==> config.mk <==
export PLATFORM = sky130hd
export DESIGN_NAME = tagged_text_line_parser
export DESIGN_NICKNAME = d
export VERILOG_FILES = /design/src/rtl/ttlp_pkg.sv /design/src/rtl/ttlp_cfg.sv /design/src/rtl/ttlp_step.sv /design/src/rtl/tagged_text_line_parser.sv
export SDC_FILE = /design/constraint.sdc
export NUM_CORES = 1
export LEC_CHECK = 0
export BUFFER_PORTS_ARGS = -buffer_cell sky130_fd_sc_hd__clkbuf_2
export CORE_UTILIZATION = 45
export DETAILED_ROUTE_END_ITERATION = 12
export PLACE_DENSITY_LB_ADDON = 0.12
export SYNTH_ARGS = -nofsm -noshare
export SYNTH_HDL_FRONTEND = slang
export SYNTH_SLANG_ARGS = --single-unit
==> constraint.sdc <==
create_clock -name clk -period 4.21 [get_ports clk]
set_input_delay 0.842 -clock clk [delete_from_list [all_inputs] [get_ports clk]]
set_output_delay 0.842 -clock clk [all_outputs]
set_load 0.02 [all_outputs]
==> src/rtl/ttlp_pkg.sv <==
`timescale 1ns / 1ps
// ----------------------------------------------------------------------------
// ttlp_pkg
// Shared types, codes and character tables of the tagged text line parser.
// ----------------------------------------------------------------------------
package ttlp_pkg;

	// parse modes
	localparam logic [2:0] MODE_TYPE = 3'd0;
	localparam logic [2:0] MODE_TAG  = 3'd1;
	localparam logic [2:0] MODE_VPRE = 3'd2;
	localparam logic [2:0] MODE_VIN  = 3'd3;
	localparam logic [2:0] MODE_VESC = 3'd4;
	localparam logic [2:0] MODE_DONE = 3'd5;
	localparam logic [2:0] MODE_FAIL = 3'd6;

	// error codes
	localparam logic [2:0] ERR_NONE       = 3'd0;
	localparam logic [2:0] ERR_EARLY_END  = 3'd1;
	localparam logic [2:0] ERR_TOKEN_CHAR = 3'd2;
	localparam logic [2:0] ERR_TOKEN_LONG = 3'd3;
	localparam logic [2:0] ERR_NO_QUOTE   = 3'd4;
	localparam logic [2:0] ERR_VALUE_CHAR = 3'd5;
	localparam logic [2:0] ERR_VALUE_LONG = 3'd6;
	localparam logic [2:0] ERR_EXTRA      = 3'd7;

	// character kinds
	localparam logic [1:0] KIND_NONE  = 2'd0;
	localparam logic [1:0] KIND_TYPE  = 2'd1;
	localparam logic [1:0] KIND_TAG   = 2'd2;
	localparam logic [1:0] KIND_VALUE = 2'd3;

	// register indexes
	localparam logic REG_TOKEN_LIMIT   = 1'b0;
	localparam logic REG_MESSAGE_LIMIT = 1'b1;

	localparam logic [7:0] TOKEN_LIMIT_RST   = 8'd64;
	localparam logic [7:0] MESSAGE_LIMIT_RST = 8'd200;

	// characters
	localparam logic [7:0] CH_CR    = 8'h0D;
	localparam logic [7:0] CH_LF    = 8'h0A;
	localparam logic [7:0] CH_SPACE = 8'h20;
	localparam logic [7:0] CH_QUOTE = 8'h22;
	localparam logic [7:0] CH_BSL   = 8'h5C;
	localparam logic [7:0] CH_UNDER = 8'h5F;
	localparam logic [7:0] CH_TILDE = 8'h7E;

	localparam logic [2:0] ERROR_LEN = 3'd5;
	localparam logic [2:0] MESG_LEN  = 3'd4;

	typedef struct packed {
		logic [7:0] token_limit;
		logic [7:0] message_limit;
	} limits_t;

	typedef struct packed {
		logic [2:0] mode;
		logic [7:0] count;
		logic [2:0] type_pos;
		logic       type_mis;
		logic [2:0] tag_pos;
		logic       tag_mis;
		logic [2:0] err;
	} parse_state_t;

	typedef struct packed {
		logic [7:0] out_char;
		logic [1:0] char_kind;
		logic       field_done;
		logic       packet_done;
		logic       packet_ok;
		logic [2:0] error_code;
	} step_result_t;

	function automatic logic is_token_char(input logic [7:0] ch);
		return (ch == CH_UNDER) || (ch >= 8'h30 && ch <= 8'h39) ||
			(ch >= 8'h41 && ch <= 8'h5A) || (ch >= 8'h61 && ch <= 8'h7A);
	endfunction

	// "Error"
	function automatic logic [7:0] error_char(input logic [2:0] pos);
		logic [7:0] c;
		case (pos)
			3'd0: c = 8'h45;
			3'd1: c = 8'h72;
			3'd2: c = 8'h72;
			3'd3: c = 8'h6F;
			3'd4: c = 8'h72;
			default: c = 8'h00;
		endcase
		return c;
	endfunction

	// "mesg"
	function automatic logic [7:0] mesg_char(input logic [2:0] pos);
		logic [7:0] c;
		case (pos)
			3'd0: c = 8'h6D;
			3'd1: c = 8'h65;
			3'd2: c = 8'h73;
			3'd3: c = 8'h67;
			default: c = 8'h00;
		endcase
		return c;
	endfunction

endpackage

==> src/rtl/ttlp_cfg.sv <==
`timescale 1ns / 1ps
// ----------------------------------------------------------------------------
// ttlp_cfg
// Limit registers of the parser, written through the configuration channel.
// ----------------------------------------------------------------------------
module ttlp_cfg (
	input  logic              clk,
	input  logic              arst_n,
	input  logic              cfg_valid,
	output logic              cfg_ready,
	input  logic              cfg_index,
	input  logic [7:0]        cfg_data,
	output ttlp_pkg::limits_t limits
);
	import ttlp_pkg::*;

	limits_t limits_q;

	assign cfg_ready = 1'b1;
	assign limits    = limits_q;

	always_ff @(posedge clk or negedge arst_n) begin
		if (!arst_n) begin
			limits_q.token_limit   <= TOKEN_LIMIT_RST;
			limits_q.message_limit <= MESSAGE_LIMIT_RST;
		end else if (cfg_valid && cfg_ready) begin
			unique case (cfg_index)
				REG_TOKEN_LIMIT:   limits_q.token_limit   <= cfg_data;
				REG_MESSAGE_LIMIT: limits_q.message_limit <= cfg_data;
				default: ;
			endcase
		end
	end

endmodule

==> src/rtl/ttlp_step.sv <==
`timescale 1ns / 1ps
// ----------------------------------------------------------------------------
// ttlp_step
// Next-state and result logic for one byte of the line.
// ----------------------------------------------------------------------------
module ttlp_step (
	input  ttlp_pkg::parse_state_t cur,
	input  logic [7:0]             ch,
	input  logic                   last,
	input  ttlp_pkg::limits_t      limits,
	output ttlp_pkg::parse_state_t nxt,
	output ttlp_pkg::step_result_t res
);
	import ttlp_pkg::*;

	logic       is_end;
	logic       special;
	logic [7:0] vlimit;
	logic [1:0] kind;
	logic       fdone;
	logic       ok;
	logic [2:0] code;
	parse_state_t st;

	assign is_end  = (ch == CH_CR) || (ch == CH_LF) ||
		(ch == CH_SPACE && cur.count != 8'd0);
	assign special = (cur.type_pos == ERROR_LEN) && !cur.type_mis &&
		(cur.tag_pos == MESG_LEN) && !cur.tag_mis;
	assign vlimit  = special ? limits.message_limit : limits.token_limit;

	always_comb begin
		st    = cur;
		kind  = KIND_NONE;
		fdone = 1'b0;
		ok    = 1'b0;
		code  = ERR_NONE;
		case (cur.mode) inside
			MODE_TYPE, MODE_TAG: begin
				if (is_end) begin
					if (cur.mode == MODE_TYPE || cur.count != 8'd0) begin
						fdone = 1'b1;
					end
					if (cur.mode == MODE_TYPE || cur.count == 8'd0) begin
						// tag start, or end of line on an empty tag
						st.mode    = (cur.mode == MODE_TYPE) ? MODE_TAG : MODE_DONE;
						st.count   = (cur.mode == MODE_TYPE) ? 8'd0 : cur.count;
						st.tag_pos = (cur.mode == MODE_TYPE) ? 3'd0 : cur.tag_pos;
						st.tag_mis = (cur.mode == MODE_TYPE) ? 1'b0 : cur.tag_mis;
					end else begin
						st.mode = MODE_VPRE;
					end
				end else if (ch == CH_SPACE) begin
					// skip leading space
				end else if (!is_token_char(ch)) begin
					st.mode = MODE_FAIL;
					st.err  = ERR_TOKEN_CHAR;
				end else if (cur.count >= limits.token_limit) begin
					st.mode = MODE_FAIL;
					st.err  = ERR_TOKEN_LONG;
				end else begin
					st.count = cur.count + 8'd1;
					if (cur.mode == MODE_TYPE) begin
						kind = KIND_TYPE;
						if (!cur.type_mis) begin
							if (cur.type_pos < ERROR_LEN && error_char(cur.type_pos) == ch)
								st.type_pos = cur.type_pos + 3'd1;
							else
								st.type_mis = 1'b1;
						end
					end else begin
						kind = KIND_TAG;
						if (!cur.tag_mis) begin
							if (cur.tag_pos < MESG_LEN && mesg_char(cur.tag_pos) == ch)
								st.tag_pos = cur.tag_pos + 3'd1;
							else
								st.tag_mis = 1'b1;
						end
					end
				end
			end
			MODE_VPRE: begin
				if (ch == CH_QUOTE) begin
					st.mode  = MODE_VIN;
					st.count = 8'd0;
				end else if (ch != CH_SPACE) begin
					st.mode = MODE_FAIL;
					st.err  = ERR_NO_QUOTE;
				end
			end
			MODE_VIN, MODE_VESC: begin
				if (ch < CH_SPACE || ch > CH_TILDE) begin
					st.mode = MODE_FAIL;
					st.err  = ERR_VALUE_CHAR;
				end else if (cur.mode == MODE_VIN && ch == CH_BSL) begin
					st.mode = MODE_VESC;
				end else if (cur.mode == MODE_VIN && ch == CH_QUOTE) begin
					fdone       = 1'b1;
					st.mode     = MODE_TAG;
					st.count    = 8'd0;
					st.tag_pos  = 3'd0;
					st.tag_mis  = 1'b0;
				end else if (cur.count >= vlimit) begin
					st.mode = MODE_FAIL;
					st.err  = ERR_VALUE_LONG;
				end else begin
					st.count = cur.count + 8'd1;
					st.mode  = MODE_VIN;
					kind     = KIND_VALUE;
				end
			end
			MODE_DONE: begin
				st.mode = MODE_FAIL;
				st.err  = ERR_EXTRA;
			end
			default: ;
		endcase

		if (last) begin
			if (st.err != ERR_NONE)
				code = st.err;
			else if (st.mode == MODE_DONE)
				ok = 1'b1;
			else
				code = ERR_EARLY_END;
		end

		nxt = last ? '0 : st;

		res.out_char    = (kind != KIND_NONE) ? ch : 8'd0;
		res.char_kind   = kind;
		res.field_done  = fdone;
		res.packet_done = last;
		res.packet_ok   = ok;
		res.error_code  = code;
	end

endmodule

==> src/rtl/tagged_text_line_parser.sv <==
`timescale 1ns / 1ps
// A byte transaction reaches the result through the input register, then the result register.
// Throughput: one byte per cycle, sustained while the result side does not stall.
// The single parse-state register closes the per-byte loop.
// Reset (arst_n low, asynchronous): empty pipeline, parser at start of the type
// token, token_limit = 64, message_limit = 200.
// ----------------------------------------------------------------------------
// tagged_text_line_parser
// Streams a tagged text line byte by byte, emits accepted characters and the
// packet outcome on the last byte.
// ----------------------------------------------------------------------------
module tagged_text_line_parser (
	input  logic       clk,
	input  logic       arst_n,
	// configuration channel
	input  logic       cfg_valid,
	output logic       cfg_ready,
	input  logic       cfg_index,
	input  logic [7:0] cfg_data,
	// byte channel
	input  logic       data_valid,
	output logic       data_stall,
	input  logic [7:0] data_byte,
	input  logic       last_byte,
	// result channel
	output logic       result_valid,
	input  logic       result_stall,
	output logic [7:0] out_char,
	output logic [1:0] char_kind,
	output logic       field_done,
	output logic       packet_done,
	output logic       packet_ok,
	output logic [2:0] error_code
);
	import ttlp_pkg::*;

	limits_t      limits;
	parse_state_t state_q;
	parse_state_t state_nxt;
	step_result_t res;
	step_result_t res_s2;

	logic       valid_s1;
	logic [7:0] byte_s1;
	logic       last_s1;
	logic       valid_s2;
	logic       adv;

	// Limit registers; always ready, so write them only while no byte is in
	// flight.
	ttlp_cfg u_cfg (
		.clk       (clk),
		.arst_n    (arst_n),
		.cfg_valid (cfg_valid),
		.cfg_ready (cfg_ready),
		.cfg_index (cfg_index),
		.cfg_data  (cfg_data),
		.limits    (limits)
	);

	// Parse the held byte against the current state.
	ttlp_step u_step (
		.cur    (state_q),
		.ch     (byte_s1),
		.last   (last_s1),
		.limits (limits),
		.nxt    (state_nxt),
		.res    (res)
	);

	// Advance the held byte when the result register is empty or draining.
	assign adv        = valid_s1 && (!valid_s2 || !result_stall);
	// Stall the byte side only when the input register is full and cannot move.
	assign data_stall = valid_s1 && !adv;

	// Input register: take a new transaction whenever it is not stalled.
	always_ff @(posedge clk or negedge arst_n) begin
		if (!arst_n) begin
			valid_s1 <= 1'b0;
		end else if (!data_stall) begin
			valid_s1 <= data_valid;
		end
	end

	always_ff @(posedge clk) begin
		if (data_valid && !data_stall) begin
			byte_s1 <= data_byte;
			last_s1 <= last_byte;
		end
	end

	// Parse state: update once per advanced byte; the step logic clears it on
	// the last byte of a packet.
	always_ff @(posedge clk or negedge arst_n) begin
		if (!arst_n) begin
			state_q <= '0;
		end else if (adv) begin
			state_q <= state_nxt;
		end
	end

	// Result register: hold while stalled, drop after its transaction.
	always_ff @(posedge clk or negedge arst_n) begin
		if (!arst_n) begin
			valid_s2 <= 1'b0;
		end else if (adv) begin
			valid_s2 <= 1'b1;
		end else if (!result_stall) begin
			valid_s2 <= 1'b0;
		end
	end

	always_ff @(posedge clk) begin
		if (adv) begin
			res_s2 <= res;
		end
	end

	assign result_valid = valid_s2;
	assign out_char     = res_s2.out_char;
	assign char_kind    = res_s2.char_kind;
	assign field_done   = res_s2.field_done;
	assign packet_done  = res_s2.packet_done;
	assign packet_ok    = res_s2.packet_ok;
	assign error_code   = res_s2.error_code;

`ifndef ASSERT_OFF
	// A clean outcome only comes with the packet end and no error code.
	a_ok_clean: assert property (@(posedge clk) disable iff (!arst_n)
		(valid_s2 && res_s2.packet_ok) |->
			(res_s2.packet_done && res_s2.error_code == ERR_NONE))
		else $error("packet_ok without clean packet end");

	// No character is shown unless it was accepted into a field.
	a_char_kind: assert property (@(posedge clk) disable iff (!arst_n)
		(valid_s2 && res_s2.char_kind == KIND_NONE) |-> (res_s2.out_char == 8'd0))
		else $error("character shown without a kind");

	// After the last byte the parser is back at the start of a line.
	a_packet_clear: assert property (@(posedge clk) disable iff (!arst_n)
		(adv && last_s1) |=> (state_q.mode == MODE_TYPE && state_q.err == ERR_NONE))
		else $error("parse state not cleared after packet end");

	// A latched error holds the parser in the fail mode until the packet ends.
	a_fail_mode: assert property (@(posedge clk) disable iff (!arst_n)
		(state_q.err != ERR_NONE) |-> (state_q.mode == MODE_FAIL))
		else $error("error latched outside fail mode");
`endif

endmodule
After elaboration in Yosys (flattened, before gate mapping)
Cells that the tools add are included.
- logic and storage cells: 236
- input port bits: 23
- bits in registers: 65
- mux-type cells: 102
- bitwise gates (word level): 2
- $add $sub $neg: 3
- $lt $le $gt $ge: 12
- equality and inequality tests: 44
- reduce and logical (&&, ||, !) cells: 54
- operators with widths (cell ; number):
    8-bit 2-to-1 mux ; 24
    3-bit 2-to-1 mux ; 29
    4-bit 2-to-1 mux ; 13
    22-bit 2-to-1 mux ; 2
    16-bit 2-to-1 mux ; 2
    7-bit case mux with 4 select lines ; 1
    2-bit 2-to-1 mux ; 12
    4-bit by 3-bit inequality test with 1-bit output (second input constant) ; 6
    11-bit 2-to-1 mux ; 2
    7-bit case mux with 3 select lines ; 1
    3-bit by 2-bit equality test with 1-bit output (second input constant) ; 6
    3-bit equality test (second input constant) ; 6
    8-bit by 4-bit equality test with 1-bit output (second input constant) ; 2
    8-bit by 6-bit equality test with 1-bit output (second input constant) ; 2
    8-bit by 7-bit equality test with 1-bit output (second input constant) ; 2
    8-bit equality test ; 2
    8-bit by 7-bit greater-or-equal comparator with 1-bit output (second input constant) ; 2
    8-bit greater-or-equal comparator ; 2
    8-bit by 7-bit less-or-equal comparator with 1-bit output (second input constant) ; 2
    1-bit 2-to-1 mux ; 15
    1-bit logical AND ; 14
    14-bit AND reduction ; 1
    4-bit inequality test (second input constant) ; 3
    12-bit AND reduction ; 1
    other kinds (30) ; 65

Longest topological paths before layout
- word-level depth: 23
- gate-level depth with buffers: 15

By module
A second synthesis with hierarchy kept.
- cell total of the unflattened synthesis: 469
- area total of the unflattened synthesis: 4735.8 µm²
- modules (own cells, without submodules) (module ; cells an instance ; sequential area each (µm²) ; instances ; area an instance (µm²)):
    ttlp_step ; 353 ; 0.0 ; 1 ; 2408.6
    tagged_text_line_parser ; 79 ; 1351.3 ; 1 ; 1669.1
    ttlp_cfg ; 37 ; 405.4 ; 1 ; 658.1

Worst setup path before layout
OpenSTA, ideal clock, no wires.
- path kind: reg-to-reg
- start point: register state_q[4] (netlist bit)
- end point: register res_s2, in the netlist packet_ok, data pin
- required time: 4078 ps
- path slack: 597 ps
- data arrival time: 3481 ps
- library setup time: 132 ps
- stages on the path, launching flop included: 16
- cell sequence: dfrtp_1 > inv_1 > ha_1 > nor4b_1 > and3_1 > clkbuf_1 > mux2_2 > ha_1 > nand2b_1 > a211oi_1 > nor3_1 > nor2_1 > nor2_1 > o311a_1 > nand3b_1 > and3b_1
- cells in the longest elaborated chain, start to end: 14
- elaborated cells between the ends (all ways): 23
- those cells by class: 1 x order compare; 2 x eq/ne; 16 x mux; 4 x reduce/logical
- RTL lines (element ; line ; RTL):
    start, declared ; tagged_text_line_parser.sv:38 ; parse_state_t state_q;
    start signal, assigned ; tagged_text_line_parser.sv:98 ; state_q <= state_nxt;
    3-bit equality test (*) ; ttlp_step.sv:28 ; (cur.tag_pos == MESG_LEN) && !cur.tag_mis;
    1-bit logical AND (*) ; ttlp_step.sv:27 ; assign special = (cur.type_pos == ERROR_LEN) && !cur.type_mis &&
    1-bit logical AND (*) ; ttlp_step.sv:28 ;
    8-bit 2-to-1 mux (*) ; ttlp_step.sv:29 ; assign vlimit = special ? limits.message_limit : limits.token_limit;
    8-bit greater-or-equal comparator (*) ; ttlp_step.sv:102 ; end else if (cur.count >= vlimit) begin
    3-bit 2-to-1 mux ; ttlp_step.sv:102 ;
    11-bit 2-to-1 mux / 3-bit 2-to-1 mux (equally long branches) ; ttlp_step.sv:96 ; end else if (cur.mode == MODE_VIN && ch == CH_QUOTE) begin
    3-bit 2-to-1 mux / 7-bit 2-to-1 mux (equally long branches) ; ttlp_step.sv:94 ; end else if (cur.mode == MODE_VIN && ch == CH_BSL) begin
    3-bit 2-to-1 mux ; ttlp_step.sv:91 ; if (ch < CH_SPACE || ch > CH_TILDE) begin
    3-bit 2-to-1 mux (3 in series) ; ttlp_step.sv:37 ; case (cur.mode) inside
    3-bit equality test / 3-bit nonzero test (equally long branches) ; ttlp_step.sv:121, ttlp_step.sv:119 ;
    1-bit 2-to-1 mux / 2-bit OR reduction (equally long branches) ; - ;
    end signal, assigned ; tagged_text_line_parser.sv:115 ; res_s2 <= res;
    end, declared ; tagged_text_line_parser.sv:41 ; step_result_t res_s2;
Every way passes the cells marked *; elsewhere a longest branch is shown, timed or not. The select of a mux whose other input is x is not followed.
A chain may end at the register's enable or synchronous reset.

Worst setup path in the final report
Same ends and word-level chain as after synthesis.

==> flow_summary.json <==
{
  "vias": 3407,
  "n_antenna_cell": 0,
  "die_w_um": 98.9,
  "fin_nets": 521,
  "grt_util_all_layers": 0.205,
  "grt_max_degree": 41,
  "cts_tree": "done",
  "pin_count": 42,
  "antenna_left": 0,
  "regArea_mm2": 0.00176,
  "synth_cell_types": 69,
  "ys_seq_elements": 65,
  "hpwl_mm": 6.73,
  "htreeDepth": 3,
  "cp-start-kind": "flop",
  "clockBufferDepth": 2,
  "relSlewSlack": 0.324,
  "path_max_fanout": 6,
  "num_rows": 35,
  "required_ns": 4.43,
  "pwr-share-seq": 0.446,
  "first_iter_violations": 197,
  "hold_viol": 0,
  "status": "finished, final reports clean",
  "wl_per_cell_um": 15.9,
  "rsz0062_at_grt": "false",
  "synthFlopType": "dfrtp_1",
  "fin_crit_sh": 0.907,
  "drtPass1Iterations": 4,
  "p_int_w": 0.00125,
  "p_leak_nw": 1.97,
  "worst_slack_ns": 0.393,
  "yosysWarnings": 0,
  "setup_viol": 0,
  "min_path_type": "reg -> reg",
  "post_cts_buffers": 0,
  "worstSetupPathType": "reg -> reg",
  "multi_input_area_mm2": 0.00228,
  "min_period_ns": 3.82,
  "yosys-top-cells-area": "dfrtp_1, edfxtp_1, ha_1",
  "synth_area_leader_cell": "dfrtp_1",
  "grt_pass1_vias": 3283,
  "cts.sinks": 65,
  "synth_top_area_frac": 0.213,
  "antenna_found_initial": 0,
  "drv_cap": 0,
  "place.gp.congestion": 0.882,
  "drt-total-wl_mm": 9.30,
  "post-place-ws_ns": 0.388,
  "final_max_slew_viol_count": 0,
  "crit_path_end_kind": "flop",
  "fin_skew_ns": 0.0134,
  "vias_per_cell": 5.81,
  "syn-instance-count": 436,
  "die_y_um": 98.9,
  "syn-num-nets": 487,
  "area_growth_pct": 10.8,
  "cts_resized": 0,
  "grt_remaining_overflow": 0,
  "switching_share": 0.338,
  "fillers": 848,
  "p_sw_w": 0.000635,
  "drc": 0,
  "synthArstFlopShare": 0.615,
  "comb_power_share": 0.267,
  "clkTransAtPathRegs_ns": 0.08,
  "synth_edf_count": 25,
  "max_freq_ghz": 0.262,
  "hold_buffers": 0,
  "drive_above_1_share": 0.185,
  "start_util": 0.462,
  "ir_drop_v": 0.000162,
  "tns_ns": 0,
  "worst_slew_pin_slew_ns": 1.01,
  "die_area_mm2": 0.00979,
  "crit_arrival_ns": 4.03,
  "io_buffers": 40,
  "grt_pass1_wl_mm": 15.8,
  "p_per_area_mw_per_mm2": 401,
  "yosysSeqAreaShare": 0.415,
  "core_mm2": 0.00915,
  "root_buffer": "clkbuf_8",
  "syn_area_per_cell_um2": 9.70,
  "numCtsBuffers": 9,
  "clock_latency_ns": 0.35,
  "clkPwrFrac": 0.287,
  "synth_area_mm2": 0.00423
}
path summary, 6_finish.rpt:
kind,start,end,slack [ns],depth (start not counted)
max,state_q[4],packet_ok,0.39,14
min in group asynchronous,arst_n,state_q[21],0.64,1
min,state_q[0],state_q[0],0.50,2
min reg2reg,state_q[0],state_q[0],0.50,2
max in group asynchronous,arst_n,state_q[5],2.92,1
max reg2reg,state_q[4],packet_ok,0.39,14
cell usage in the layout, fill, tap and decap left out, types with 14 or more instances in the layout:
master	instances
clkbuf_2	40
dfrtp_1	36
edfxtp_1	25
o21ai_0	32
nand2_1	33
ha_1	28
a21oi_1	19
nor2_1	37
nand2b_1	14
inv_1	27
layout make-up:
type,count,area share
Multi-Input combinational cell,325,0.486
Inverter,27,0.0216
Tap cell,111,0.0296
Timing Repair Buffer,42,0.0459
Clock buffer,11,0.0302
Sequential cell,65,0.375
Clock inverter,5,0.0117
per-layer routing:
layer / wire length (um) / global-route usage
met4: 296 / 0.108
met2: 4040 / 0.308
met5: 0 / 0
met1: 4460 / 0.285
met3: 515 / 0.0355
flip-flops by register name, summed over array words and instances, names as in the netlist:
register / flops
state_q: 22
out_char: 8
byte_s1: 8
packet_ok: 1
valid_s1: 1
last_s1: 1
result_valid: 1
packet_done: 1
error_code: 3
field_done: 1
char_kind: 2
u_cfg.limits: 16
worst max-delay path, cell delays in order, from the launching register on:
cell and delay, ns:
dfrtp_1 0.42, inv_1 0.10, ha_1 0.21, nor4b_1 0.23, and3_1 0.39, mux2_2 0.38, ha_1 0.26, nand2b_1 0.14
a211oi_1 0.22, nor3_1 0.10, nor2_1 0.35, nor2_1 0.10, o311a_1 0.37, nand3b_1 0.18, and3b_1 0.23
synthesized netlist by cell type, types with 3 or more instances:
cell type / n
dfrtp_1: 36
o2bb2ai_1: 7
nor2b_1: 11
and3b_1: 3
nand3b_1: 3
buf_2: 6
mux2i_1: 11
edfxtp_1: 25
nor3_1: 11
a211o_1: 3
and3_1: 8
nand2b_1: 14
mux2_2: 11
ha_1: 28
a21oi_1: 19
o21ai_0: 32
nor4_1: 5
a31oi_1: 5
clkbuf_1: 9
o31a_1: 3
and2_1: 6
a211oi_1: 3
nor2_1: 37
nand2_1: 33
o22ai_1: 5
dfstp_2: 4
inv_1: 27
nand3_1: 11
o211ai_1: 4
logic make-up (layout without fill, tap and decap cells):
logic type / count (synthesis) / in the layout / synth area share
multiplexers: 24 / 24 / 0.0607
adder cells (fa/ha/maj): 28 / 28 / 0.0828
XOR/XNOR: 2 / 2 / 0.00414
AO/OA/AOI/OAI: 109 / 109 / 0.181
other: 2 / 2 / 0.00178
flip-flops: 65 / 65 / 0.415
buffers and inverters: 46 / 85 / 0.0462
AND/OR/NAND/NOR: 160 / 160 / 0.208
power groups by stage:
| stage | Sequential [W] | Combinational (W) | Clock [W] |
|---|---|---|---|
| 2_1_floorplan | 0.000826 | 0.000387 | 0 |
| 3_3_place_gp | 0.000848 | 0.000491 | 0 |
| 3_5_place_dp | 0.000851 | 0.000499 | 0 |
| 4_1_cts | 0.000838 | 0.000502 | 0.000554 |
| 5_1_grt | 0.000854 | 0.000565 | 0.000585 |
| 6_report | 0.000839 | 0.000501 | 0.000540 |
metrics by stage:
| stage | cell area, um2 | hold WS, ns | std cells | util | total power [W] |
|---|---|---|---|---|---|
| after floorplan | 4230 | 0.451 | 436 | - | 0.00121 |
| after global placement | 4490 | 0.479 | 570 | 0.490 | 0.00134 |
| after detailed placement | 4490 | 0.479 | 570 | 0.490 | 0.00135 |
| after CTS | 4690 | 0.497 | 586 | 0.512 | 0.00189 |
| after global routing | 4690 | 0.522 | 586 | 0.512 | 0.00200 |
| final | 4690 | 0.496 | 586 | 0.512 | 0.00188 |
No activity file was read; power rests on OpenSTA's default activity.
